$ cat config.mk
export PLATFORM = sky130hd
export DESIGN_NAME = sync_length_crc_frame_receiver_core
export DESIGN_NICKNAME = d
export VERILOG_FILES = /design/src/rtl/core/slrx_pkg.sv /design/src/rtl/core/slrx_cfg_regs.sv /design/src/rtl/core/slrx_crc8.sv /design/src/rtl/core/slrx_parser.sv /design/src/rtl/core/sync_length_crc_frame_receiver_core.sv
export SDC_FILE = /design/constraint.sdc
export NUM_CORES = 1
export LEC_CHECK = 0
export ABC_AREA = 0
export BUFFER_PORTS_ARGS = -buffer_cell sky130_fd_sc_hd__buf_2
export CAP_MARGIN = 20
export CELL_PAD_IN_SITES_DETAIL_PLACEMENT = 1
export CELL_PAD_IN_SITES_GLOBAL_PLACEMENT = 1
export CORE_UTILIZATION = 25
export CTS_CLUSTER_DIAMETER = 150
export DETAILED_ROUTE_END_ITERATION = 12
export PLACE_DENSITY_LB_ADDON = 0.15
export REMOVE_ABC_BUFFERS = 1
export SLEW_MARGIN = 10
export SYNTH_ARGS = -nofsm -noshare
export SYNTH_HDL_FRONTEND = slang
export SYNTH_HIERARCHICAL = 1
export SYNTH_SLANG_ARGS = --single-unit
$ cat constraint.sdc
create_clock -name aclk -period 7.7 [get_ports aclk]
set_clock_uncertainty 0.15 [all_clocks]
set_input_delay 0.385 -clock aclk [delete_from_list [all_inputs] [get_ports aclk]]
set_output_delay 0.385 -clock aclk [all_outputs]
set_load 0.005 [all_outputs]
$ cat src/rtl/core/slrx_pkg.sv
package slrx_pkg;

    localparam int unsigned CFG_INDEX_W = 3;
    localparam int unsigned CFG_DATA_W  = 16;

    // register indexes of the configuration port
    localparam logic [CFG_INDEX_W-1:0] CFG_SYNC_FIRST  = 3'd0;
    localparam logic [CFG_INDEX_W-1:0] CFG_SYNC_SECOND = 3'd1;
    localparam logic [CFG_INDEX_W-1:0] CFG_LENGTH_LIM  = 3'd2;
    localparam logic [CFG_INDEX_W-1:0] CFG_CRC_POLY    = 3'd3;
    localparam logic [CFG_INDEX_W-1:0] CFG_CRC_SEED    = 3'd4;

    localparam logic [7:0]  SYNC_FIRST_RESET  = 8'hAA;
    localparam logic [7:0]  SYNC_SECOND_RESET = 8'h55;
    localparam logic [15:0] LENGTH_LIM_RESET  = 16'd256;
    localparam logic [15:0] CRC_POLY_RESET    = 16'h8005;
    localparam logic [15:0] CRC_SEED_RESET    = 16'hFFFF;
    localparam logic [15:0] CRC_FINAL_XOR     = 16'hFFFF;

    // event codes carried on m_tuser
    localparam logic [1:0] EV_PAYLOAD   = 2'd0;
    localparam logic [1:0] EV_GOOD      = 2'd1;
    localparam logic [1:0] EV_CRC_BAD   = 2'd2;
    localparam logic [1:0] EV_LEN_LARGE = 2'd3;

    typedef enum logic [8:0] {
        PH_SYNC0   = 9'b0_0000_0001,
        PH_SYNC1   = 9'b0_0000_0010,
        PH_CMD     = 9'b0_0000_0100,
        PH_SEQ     = 9'b0_0000_1000,
        PH_LENH    = 9'b0_0001_0000,
        PH_LENL    = 9'b0_0010_0000,
        PH_PAYLOAD = 9'b0_0100_0000,
        PH_CRCH    = 9'b0_1000_0000,
        PH_CRCL    = 9'b1_0000_0000
    } phase_t;

    typedef struct packed {
        logic [7:0]  sync_first;
        logic [7:0]  sync_second;
        logic [15:0] length_limit;
        logic [15:0] crc_polynomial;
        logic [15:0] crc_seed;
    } cfg_t;

    typedef struct packed {
        logic [1:0]  event_res;
        logic [7:0]  data_byte;
        logic [15:0] byte_index;
        logic [7:0]  command;
        logic [7:0]  sequence_res;
        logic [15:0] frame_length;
        logic [15:0] crc_received;
        logic [15:0] crc_computed;
    } res_t;

endpackage

$ cat src/rtl/core/slrx_cfg_regs.sv
module slrx_cfg_regs
    import slrx_pkg::*;
(
    input  logic                   aclk,
    input  logic                   aresetn,
    input  logic                   cfg_wr_en,
    input  logic [CFG_INDEX_W-1:0] cfg_addr,
    input  logic [CFG_DATA_W-1:0]  cfg_wdata,
    output cfg_t                   cfg
);

    cfg_t cfg_reg;
    cfg_t cfg_next;

    always_comb begin
        cfg_next = cfg_reg;
        if (cfg_wr_en) begin
            unique case (cfg_addr)
                CFG_SYNC_FIRST:  cfg_next.sync_first     = cfg_wdata[7:0];
                CFG_SYNC_SECOND: cfg_next.sync_second    = cfg_wdata[7:0];
                CFG_LENGTH_LIM:  cfg_next.length_limit   = cfg_wdata;
                CFG_CRC_POLY:    cfg_next.crc_polynomial = cfg_wdata;
                CFG_CRC_SEED:    cfg_next.crc_seed       = cfg_wdata;
                default:         cfg_next = cfg_reg;
            endcase
        end
    end

    always_ff @(posedge aclk) begin
        if (!aresetn) begin
            cfg_reg.sync_first     <= SYNC_FIRST_RESET;
            cfg_reg.sync_second    <= SYNC_SECOND_RESET;
            cfg_reg.length_limit   <= LENGTH_LIM_RESET;
            cfg_reg.crc_polynomial <= CRC_POLY_RESET;
            cfg_reg.crc_seed       <= CRC_SEED_RESET;
        end else begin
            cfg_reg <= cfg_next;
        end
    end

    assign cfg = cfg_reg;

endmodule

$ cat src/rtl/core/slrx_crc8.sv
module slrx_crc8
    import slrx_pkg::*;
(
    input  logic [15:0] crc_in,
    input  logic [7:0]  data_in,
    input  logic [15:0] polynomial,
    output logic [15:0] crc_out
);

    // reflected crc, eight lsb-first shift steps per byte
    always_comb begin
        logic [15:0] c;
        c = crc_in ^ {8'd0, data_in};
        for (int i = 0; i < 8; i++) begin
            if (c[0]) begin
                c = (c >> 1) ^ polynomial;
            end else begin
                c = c >> 1;
            end
        end
        crc_out = c;
    end

endmodule

$ cat src/rtl/core/slrx_parser.sv
module slrx_parser
    import slrx_pkg::*;
(
    input  logic       aclk,
    input  logic       aresetn,
    input  cfg_t       cfg,
    input  logic       step,
    input  logic [7:0] rx_byte,
    output logic       emit,
    output res_t       res
);

    phase_t      phase_reg,    phase_next;
    logic [7:0]  command_reg,  command_next;
    logic [7:0]  sequence_reg, sequence_next;
    logic [15:0] length_reg,   length_next;
    logic [15:0] count_reg,    count_next;
    logic [15:0] crc_reg,      crc_next;
    logic [7:0]  crc_high_reg, crc_high_next;

    logic [15:0] crc_in;
    logic [15:0] crc_upd;
    logic [15:0] count_inc;
    logic [15:0] crc_rx;
    logic [15:0] crc_calc;

    // a new frame restarts from the seed on the first sync byte
    assign crc_in = (phase_reg == PH_SYNC0) ? cfg.crc_seed : crc_reg;

    slrx_crc8 u_crc8 (
        .crc_in     (crc_in),
        .data_in    (rx_byte),
        .polynomial (cfg.crc_polynomial),
        .crc_out    (crc_upd)
    );

    assign count_inc = count_reg + 16'd1;
    assign crc_rx    = {crc_high_reg, rx_byte};
    assign crc_calc  = crc_reg ^ CRC_FINAL_XOR;

    always_comb begin
        phase_next    = phase_reg;
        command_next  = command_reg;
        sequence_next = sequence_reg;
        length_next   = length_reg;
        count_next    = count_reg;
        crc_next      = crc_reg;
        crc_high_next = crc_high_reg;
        emit          = 1'b0;
        res.event_res    = EV_PAYLOAD;
        res.data_byte    = 8'd0;
        res.byte_index   = 16'd0;
        res.crc_received = 16'd0;
        res.crc_computed = 16'd0;

        unique case (phase_reg)
            PH_SYNC1: begin
                if (rx_byte == cfg.sync_second) begin
                    crc_next   = crc_upd;
                    phase_next = PH_CMD;
                end else begin
                    phase_next = PH_SYNC0;
                end
            end
            PH_CMD: begin
                command_next = rx_byte;
                crc_next     = crc_upd;
                phase_next   = PH_SEQ;
            end
            PH_SEQ: begin
                sequence_next = rx_byte;
                crc_next      = crc_upd;
                phase_next    = PH_LENH;
            end
            PH_LENH: begin
                length_next = {rx_byte, 8'd0};
                crc_next    = crc_upd;
                phase_next  = PH_LENL;
            end
            PH_LENL: begin
                length_next = {length_reg[15:8], rx_byte};
                crc_next    = crc_upd;
                count_next  = 16'd0;
                if (length_next > cfg.length_limit) begin
                    phase_next    = PH_SYNC0;
                    emit          = 1'b1;
                    res.event_res = EV_LEN_LARGE;
                end else if (length_next != 16'd0) begin
                    phase_next = PH_PAYLOAD;
                end else begin
                    phase_next = PH_CRCH;
                end
            end
            PH_PAYLOAD: begin
                crc_next       = crc_upd;
                count_next     = count_inc;
                emit           = 1'b1;
                res.event_res  = EV_PAYLOAD;
                res.data_byte  = rx_byte;
                res.byte_index = count_reg;
                if (count_inc >= length_reg) begin
                    phase_next = PH_CRCH;
                end
            end
            PH_CRCH: begin
                crc_high_next = rx_byte;
                phase_next    = PH_CRCL;
            end
            PH_CRCL: begin
                phase_next       = PH_SYNC0;
                emit             = 1'b1;
                res.event_res    = (crc_calc == crc_rx) ? EV_GOOD : EV_CRC_BAD;
                res.crc_received = crc_rx;
                res.crc_computed = crc_calc;
            end
            default: begin
                // hunting, also the way out of any stray phase code
                if (rx_byte == cfg.sync_first) begin
                    crc_next   = crc_upd;
                    phase_next = PH_SYNC1;
                end else begin
                    phase_next = PH_SYNC0;
                end
            end
        endcase

        res.command      = command_next;
        res.sequence_res = sequence_next;
        res.frame_length = length_next;
    end

    always_ff @(posedge aclk) begin
        if (!aresetn) begin
            phase_reg    <= PH_SYNC0;
            command_reg  <= 8'd0;
            sequence_reg <= 8'd0;
            length_reg   <= 16'd0;
            count_reg    <= 16'd0;
            crc_reg      <= CRC_SEED_RESET;
            crc_high_reg <= 8'd0;
        end else if (step) begin
            phase_reg    <= phase_next;
            command_reg  <= command_next;
            sequence_reg <= sequence_next;
            length_reg   <= length_next;
            count_reg    <= count_next;
            crc_reg      <= crc_next;
            crc_high_reg <= crc_high_next;
        end
    end

endmodule

$ cat src/rtl/core/sync_length_crc_frame_receiver_core.sv
// Frame receiver for a byte stream: hunts for two sync bytes, reads command,
// sequence and a big-endian payload length, passes each payload byte out with
// its index and ends with a good/bad verdict against the big-endian CRC-16
// (reflected, run over sync, header and payload) that trails the frame. A
// length above the limit gives a rejection event and restarts the hunt. One
// byte is taken every clock cycle while the result side keeps up: the byte CRC
// update is unrolled into combinational logic between the input register and
// the result register; a result is offered once its byte has left the input
// register. A byte that gives a result waits only while an earlier result is
// still held. Result kinds on m_tuser: 0 payload byte, 1 frame good, 2 CRC
// mismatch, 3 length too large.
// Registers: 0 sync_first, 1 sync_second, 2 length_limit, 3 crc_polynomial,
// 4 crc_seed; write them only while no frame is in flight.
module sync_length_crc_frame_receiver_core
    import slrx_pkg::*;
(
    input  logic                   aclk,
    input  logic                   aresetn,

    input  logic                   s_tvalid,
    output logic                   s_tready,
    input  logic [7:0]             s_tdata,   // rx_byte

    output logic                   m_tvalid,
    input  logic                   m_tready,
    // data_byte, byte_index, command, sequence_res, frame_length,
    // crc_received, crc_computed
    output logic [87:0]            m_tdata,
    output logic [1:0]             m_tuser,   // event_res

    input  logic                   cfg_wr_en,
    input  logic [CFG_INDEX_W-1:0] cfg_addr,
    input  logic [CFG_DATA_W-1:0]  cfg_wdata
);

    cfg_t       cfg;
    logic       in_valid_reg, in_valid_next;
    logic [7:0] in_byte_reg;
    logic       out_valid_reg, out_valid_next;
    res_t       out_res_reg;
    logic       step;
    logic       emit;
    res_t       res;

    slrx_cfg_regs u_cfg_regs (
        .aclk      (aclk),
        .aresetn   (aresetn),
        .cfg_wr_en (cfg_wr_en),
        .cfg_addr  (cfg_addr),
        .cfg_wdata (cfg_wdata),
        .cfg       (cfg)
    );

    slrx_parser u_parser (
        .aclk    (aclk),
        .aresetn (aresetn),
        .cfg     (cfg),
        .step    (step),
        .rx_byte (in_byte_reg),
        .emit    (emit),
        .res     (res)
    );

    // a byte that gives no result never waits for the output side
    assign step     = in_valid_reg && (!emit || !out_valid_reg || m_tready);
    assign s_tready = !in_valid_reg || step;

    always_comb begin
        in_valid_next = in_valid_reg;
        if (s_tvalid && s_tready) begin
            in_valid_next = 1'b1;
        end else if (step) begin
            in_valid_next = 1'b0;
        end

        out_valid_next = out_valid_reg;
        if (step && emit) begin
            out_valid_next = 1'b1;
        end else if (m_tready) begin
            out_valid_next = 1'b0;
        end
    end

    always_ff @(posedge aclk) begin
        if (!aresetn) begin
            in_valid_reg  <= 1'b0;
            out_valid_reg <= 1'b0;
        end else begin
            in_valid_reg  <= in_valid_next;
            out_valid_reg <= out_valid_next;
        end
    end

    always_ff @(posedge aclk) begin
        if (s_tvalid && s_tready) begin
            in_byte_reg <= s_tdata;
        end
        if (step && emit) begin
            out_res_reg <= res;
        end
    end

    assign m_tvalid = out_valid_reg;
    assign m_tuser  = out_res_reg.event_res;
    assign m_tdata  = {out_res_reg.crc_computed, out_res_reg.crc_received,
                       out_res_reg.frame_length, out_res_reg.sequence_res,
                       out_res_reg.command, out_res_reg.byte_index,
                       out_res_reg.data_byte};

    // input stage only holds back when it is full
    a_ready_when_empty : assert property (@(posedge aclk) disable iff (!aresetn)
        !s_tready |-> in_valid_reg)
        else $error("input stage stalled while empty");

    // verdict agrees with the two crc fields it carries
    a_verdict_match : assert property (@(posedge aclk) disable iff (!aresetn)
        (m_tvalid && (m_tuser == EV_GOOD || m_tuser == EV_CRC_BAD)) |->
        ((m_tuser == EV_GOOD) == (m_tdata[71:56] == m_tdata[87:72])))
        else $error("frame verdict disagrees with crc fields");

    // only payload events carry a data byte and index
    a_non_payload_zero : assert property (@(posedge aclk) disable iff (!aresetn)
        (m_tvalid && m_tuser != EV_PAYLOAD) |-> (m_tdata[23:0] == 24'd0))
        else $error("non-payload event with data or index set");

endmodule
-- Word level (Yosys, flattened, before mapping)
Index checks and enable logic that the tools add are counted.
- register bits after elaboration: 245
- latch bits: 0
- RAM bits: 0
- ROM bits: 0
- input port bits: 32
- output and inout port bits: 92
- logic and storage cells: 113
- memories: 0
- add/subtract/negate cells: 1
- multipliers: 0
- div/mod/pow operators: 0
- order comparisons: 2
- eq/ne operators: 18
- shifts and indexed selects: 0
- mux-type cells: 31
- bitwise logic cells: 11
- reductions and logical operators: 27
- operator list (cell ; number):
    $mux W16 ; 11
    $xor A15 B16 Y16 ; 8
    $pmux W9 S8 ; 1
    $pmux W16 S2 ; 2
    $pmux W16 S3 ; 1
    $mux W8 ; 4
    $add A16 B1 Y16 const B ; 1
    $eq A16 B16 Y1 ; 1
    $eq A8 B8 Y1 ; 2
    $ge A16 B16 Y1 ; 1
    $gt A16 B16 Y1 ; 1
    $not A16 Y16 ; 1
    $reduce_and A2 Y1 ; 8
    $reduce_bool A16 Y1 ; 1
    $xor A16 B8 Y16 ; 1
    $eq A9 B1 Y1 const B ; 1
    $eq A9 B2 Y1 const B ; 1
    $eq A9 B3 Y1 const B ; 1
    $eq A9 B4 Y1 const B ; 1
    $eq A9 B5 Y1 const B ; 1
    $eq A9 B6 Y1 const B ; 1
    $eq A9 B7 Y1 const B ; 1
    $eq A9 B8 Y1 const B ; 1
    $eq A9 B9 Y1 const B ; 1
    other kinds (20) ; 37

-- Depth between registers and ports, before layout
- depth in word-level cells: 21
- mapped depth: 20
- mapped depth without buffers: 17

-- Modules after synthesis
Netlist, hierarchy kept.
- by module, submodules not included (module ; times used ; cells an instance ; area an instance (µm²) ; sequential area each (µm²)):
    slrx_parser ; 1 ; 702 ; 5719.2 ; 1621.6
    sync_length_crc_frame_receiver_core ; 1 ; 110 ; 3060.4 ; 2982.9
    slrx_cfg_regs ; 1 ; 250 ; 2563.7 ; 1281.2
    slrx_crc8 ; 1 ; 351 ; 2448.6 ; 0.0

-- Worst setup path before layout
OpenSTA, ideal clock, no wires.
- path type: reg2reg
- from: reg u_parser.phase_reg[8]
- to: reg out_res_reg, in the netlist m_tdata[0] (enable)
- setup time: 539 ps
- data arrival time: 5964 ps
- data required time: 7011 ps
- setup slack: 1047 ps
- cell stages (with the launch flop): 10
- buffers on the path: 3
- period minus slack after synthesis: 6653 ps
- cell sequence: dfxtp_1 clkbuf_1 or3_1 nor4_1 clkbuf_1 clkbuf_1 nand2_1 nand3_1 nand2_1 nor2_1
- word-level cells in the longest chain between the ends: 8
- elaborated cells between the ends (all ways): 10
- classes of those cells: eq/ne (3); mux (1); reduce/logical (6)
- RTL lines (what ; line ; text):
    start: declaration ; slrx_parser.sv:13 ; phase_t phase_reg, phase_next;
    start signal: assignment ; slrx_parser.sv:142 ; phase_reg <= phase_next;
    $eq A9 B7 Y1 or $eq A9 B9 Y1 (tied branches) ; slrx_parser.sv:56 ; unique case (phase_reg)
    $reduce_or A2 Y1 (no source line) ; n/a ;
    $pmux W1 S2 * ; slrx_parser.sv:56 ;
    via emit ; sync_length_crc_frame_receiver_core.sv:42 ; logic emit;
    $logic_not A1 Y1 ; sync_length_crc_frame_receiver_core.sv:65 ; assign step = in_valid_reg && (!emit || !out_valid_reg || m_tready);
    $logic_or A1 B1 Y1 (2 in a row) ; sync_length_crc_frame_receiver_core.sv:65 ;
    $logic_and A1 B1 Y1 ; sync_length_crc_frame_receiver_core.sv:65 ;
    $logic_and A1 B1 Y1 * ; sync_length_crc_frame_receiver_core.sv:98 ; if (step && emit) begin
    end signal: assignment ; sync_length_crc_frame_receiver_core.sv:99 ; out_res_reg <= res;
    end: declaration ; sync_length_crc_frame_receiver_core.sv:40 ; res_t out_res_reg;
Mark *: on every way through the listed nets, which the timed path passes. The rest lies on a longest branch.
A chain may end at the register's enable or synchronous reset.

-- Worst setup path after layout
- from: reg u_parser.phase_reg[8]
- to: reg u_parser.crc_reg[12]
- elaborated cells between the ends (all ways): 42
- classes of those cells: eq/ne (10); mux (13); bitwise (10); reduce/logical (9)
- RTL lines (what ; line ; text):
    $eq A9 B1 Y1 * ; slrx_parser.sv:28 ; assign crc_in = (phase_reg == PH_SYNC0) ? cfg.crc_seed : crc_reg;
    $mux W16 * ; slrx_parser.sv:28 ;
    via u_parser.crc_in[0] ; slrx_parser.sv:21 ; logic [15:0] crc_in;
    $xor A16 B8 Y16 * ; slrx_crc8.sv:13 ; c = crc_in ^ {8'd0, data_in};
    $mux W16 * ; slrx_crc8.sv:15 ; if (c[0]) begin
    $xor A15 B16 Y16 ; slrx_crc8.sv:16 ; c = (c >> 1) ^ polynomial;
    $mux W16 * ; slrx_crc8.sv:15 ;
    $xor A15 B16 Y16 ; slrx_crc8.sv:16 ;
    (+5 left out) ; n/a ;
    $mux W16 * ; slrx_crc8.sv:15 ;
    $xor A15 B16 Y16 or $mux W16 (tied branches) ; slrx_crc8.sv:16, slrx_crc8.sv:15 ;
    $mux W16 * ; slrx_crc8.sv:15 ;
    $xor A15 B16 Y16 or $mux W16 (tied branches) ; slrx_crc8.sv:16, slrx_crc8.sv:15 ;
    $mux W16 * ; slrx_crc8.sv:15 ;
    $mux W16, on equally long branches ; slrx_parser.sv:118, slrx_parser.sv:58 ;
    $pmux W16 S3 * ; slrx_parser.sv:56 ;
    via u_parser.crc_next[12] ; slrx_parser.sv:18 ; logic [15:0] crc_reg, crc_next;
    end signal: assignment ; slrx_parser.sv:147 ; crc_reg <= crc_next;
    end: declaration ; slrx_parser.sv:18 ;
Mark *: on every way through the listed nets, which the timed path passes. The rest lies on a longest branch. The select of a mux whose other input is x is not followed.

==> metrics.txt <==
hold buffers post-CTS 26; flip-flop and latch area 5890 um2; slowest stage delay, CP 0.80 ns; sequential area share after synthesis 0.427; Placed Area 15200 um2; part of the cycle the worst path needs 0.836; initial antenna violation count 0; die height 237 um; start of the worst register-to-register path u_parser/phase_reg[8]; Nets 1602; Max Cap Violations 0; commonest non-fill, non-tap cell in the layout nand2_1; Final Hold Violating Endpoints 0; CP Buf/Inv Count 1; post-synth cell types 85; Reg2Reg Depth 18; asr flop ratio synth 0; DR pass1 iterations 5; clk root buf clkbuf_16; final wirelength 44600 um; CP Launch Type flop; syn avg cell area 9.76 um2; number of diodes 0; Worst setup EP type flop; Syn Inst Count 1413; post-cts resize count 0; crit path kind reg -> reg; synthesized flop and latch total 245; Top FF cell, synth dfxtp_1; Arrival @ worst endpoint 6.73 ns; multi-input logic area 7400 um2; CTS Sinks 245; Crit-path slowest cell xor3_1; Endpoint, Worst Hold u_cfg_regs/cfg[63]; grt total ovfl 0; worst hold slack 0.0102 ns; TritonCTS buffer count 30; Switching Share 0.294; H-tree depth 1; minimum clock period 6.43 ns; antenna viol nets, final 0; combinational share of power 0.204; max-slew violation count 0; Vias 10600; WL/cell 19.8 um; core area 54100 um2; hpwl dp 31500 um; DIE AREA 56100 um2; Starting Density 0.255; Sequential Power Share 0.390; Clock Path Buffers 3; Slew @ Worst Pin 1.05 ns; Net Sw Power 1030 uW; # rows 85; post-synthesis cell area 13800 um2; drt drc 0; Clock Latency Late Sink 0.60 ns; HP Class in -> reg; largest net degree at the start of global routing 78; commonest cells after routing, fill and taps aside 174 x nand2_1, 147 x dfxtp_1, 129 x xnor2_1; Critical Path RT 8.00 ns; routed vias/inst 4.69; design area 16400 um2; RR Endpoint u_parser/crc_reg[12]; EDFF count, synth 98; vias in the first global route 10900; # IOs 124; Clock Power Share 0.406; fmax 155 MHz; Worst Hold Depth 3; Crit path top cell by count nor2_1; routability cong. 0.831; post-CTS setup buffer count 0; internal power 2470 uW; CP cell instances or3_1, or2_2, nor4b_2, buf_4, mux2_2, xor2_1, a21oi_1, nor2_1, a21oi_1, a311oi_1, o21a_1, nor2_1, xor3_1, nand2_1, xnor3_1, xor2_1, nor2_1, mux2i_1; port bufs 123; All-Layer GR Usage 0.159; share of layout cells above drive strength 1 0.175; Largest delay share family, worst path simple AND/OR/NAND/NOR gates; Die Wd 237 um; initial DRC count 482; run status completed; unrepaired setup endpoints after global routing no; Total Neg Setup Slack 0 ns; CTS tree done; Reg clk slew, reported paths 0.06 ns; critical hold path startpoint cfg_wdata[7]; Worst IR Drop VDD 0.169 mV; Leak 0.00629 uW; Area Growth Syn to Fin 19.1%; crit path max fanout 16; max reg flops 88; final setup fails 0; Power Dens Cells 213 nW/um2; Ys Warns 6; Reg2Reg Setup Slack 1.27 ns; first-pass GRT wire length 68800 um; Worst slew margin 0.296; final-layout fill cell count 6136
worst max path at each step:
stage | endpoint | startpoint | cells past startpoint | slack, ns
6_report | u_parser/crc_reg[12] | u_parser/phase_reg[8] | 18 | 1.27
5_1_grt | u_parser/crc_reg[12] | u_parser/phase_reg[3] | 18 | 0.77
4_1_cts | u_parser/crc_reg[12] | u_parser/phase_reg[7] | 18 | 1.26
3_5_place_dp | u_parser/crc_reg[12] | u_parser/phase_reg[6] | 18 | 1.35
3_3_place_gp | u_parser/crc_reg[12] | u_parser/phase_reg[3] | 18 | 1.50
2_1_floorplan | u_parser/crc_reg[12] | u_parser/phase_reg[7] | 17 | 0.18
power groups by stage:
stage	Combinational (uW)	Sequential, uW	Clock (uW)
6_report	714	1370	1420
5_1_grt	789	1370	1530
3_5_place_dp	712	1390	0
2_1_floorplan	500	1400	0
3_3_place_gp	709	1390	0
4_1_cts	725	1370	1470
cells in the mapped netlist (7+ instances only):
cell / n / area (um2)
nand2_1: 174 / 653
dfxtp_1: 147 / 2940
xnor2_1: 129 / 1130
nor2_1: 121 / 454
mux2i_1: 105 / 1050
edfxtp_1: 98 / 2940
clkbuf_1: 76 / 285
nor2b_1: 49 / 307
a21oi_1: 47 / 235
inv_1: 39 / 146
mux2_2: 39 / 439
ha_1: 33 / 413
xor2_1: 33 / 289
nand3_1: 31 / 155
and2_1: 28 / 175
and3_1: 21 / 131
o21ai_0: 21 / 105
nor3_1: 17 / 85.1
nor4_1: 14 / 87.6
and3b_1: 11 / 96.3
a22o_1: 9 / 78.8
a32oi_1: 9 / 78.8
nand4_1: 9 / 56.3
nor3b_1: 9 / 67.6
a21o_1: 8 / 60.1
o21a_1: 7 / 52.6
or3_1: 7 / 43.8
tightest hold or removal path, cell delays in order:
cell     delay, ns
buf_2         0.11
nor2b_1       0.07
mux2i_1       0.12
through the flow:
step	util	worst slack [ns]	cells	power [uW]
floorplan	-	0.179	1323	1900
finish	0.303	1.27	2257	3500
global placement	0.280	1.50	2170	2100
CTS	0.303	1.26	2256	3560
detailed placement	0.280	1.35	2174	2110
global route	0.303	0.772	2257	3680
layout make-up:
class | instances | area share
Clock inverter | 19 | 0.0123
Tap cell | 696 | 0.0530
Sequential cell | 245 | 0.358
Timing Repair Buffer | 182 | 0.0691
Inverter | 41 | 0.00937
Multi-Input combinational cell | 1037 | 0.451
Clock buffer | 37 | 0.0473
metal layers:
layer	GRT usage	wire, um	vias to the layer above
li1	-	-	5156
met1	0.224	22000	5240
met2	0.259	20400	150
met3	0.0204	1620	41
met4	0.0289	558	0
met5	0	0	-
cells by family after synthesis:
family	Yosys count	synth area share
mux	144	0.108
buf+inv	131	0.0391
fa+ha+maj	33	0.0299
simple gates	534	0.199
xor+xnor	173	0.119
flops	245	0.427
compound gates	153	0.0780
Note: power is estimated with default switching activity, not from simulation.
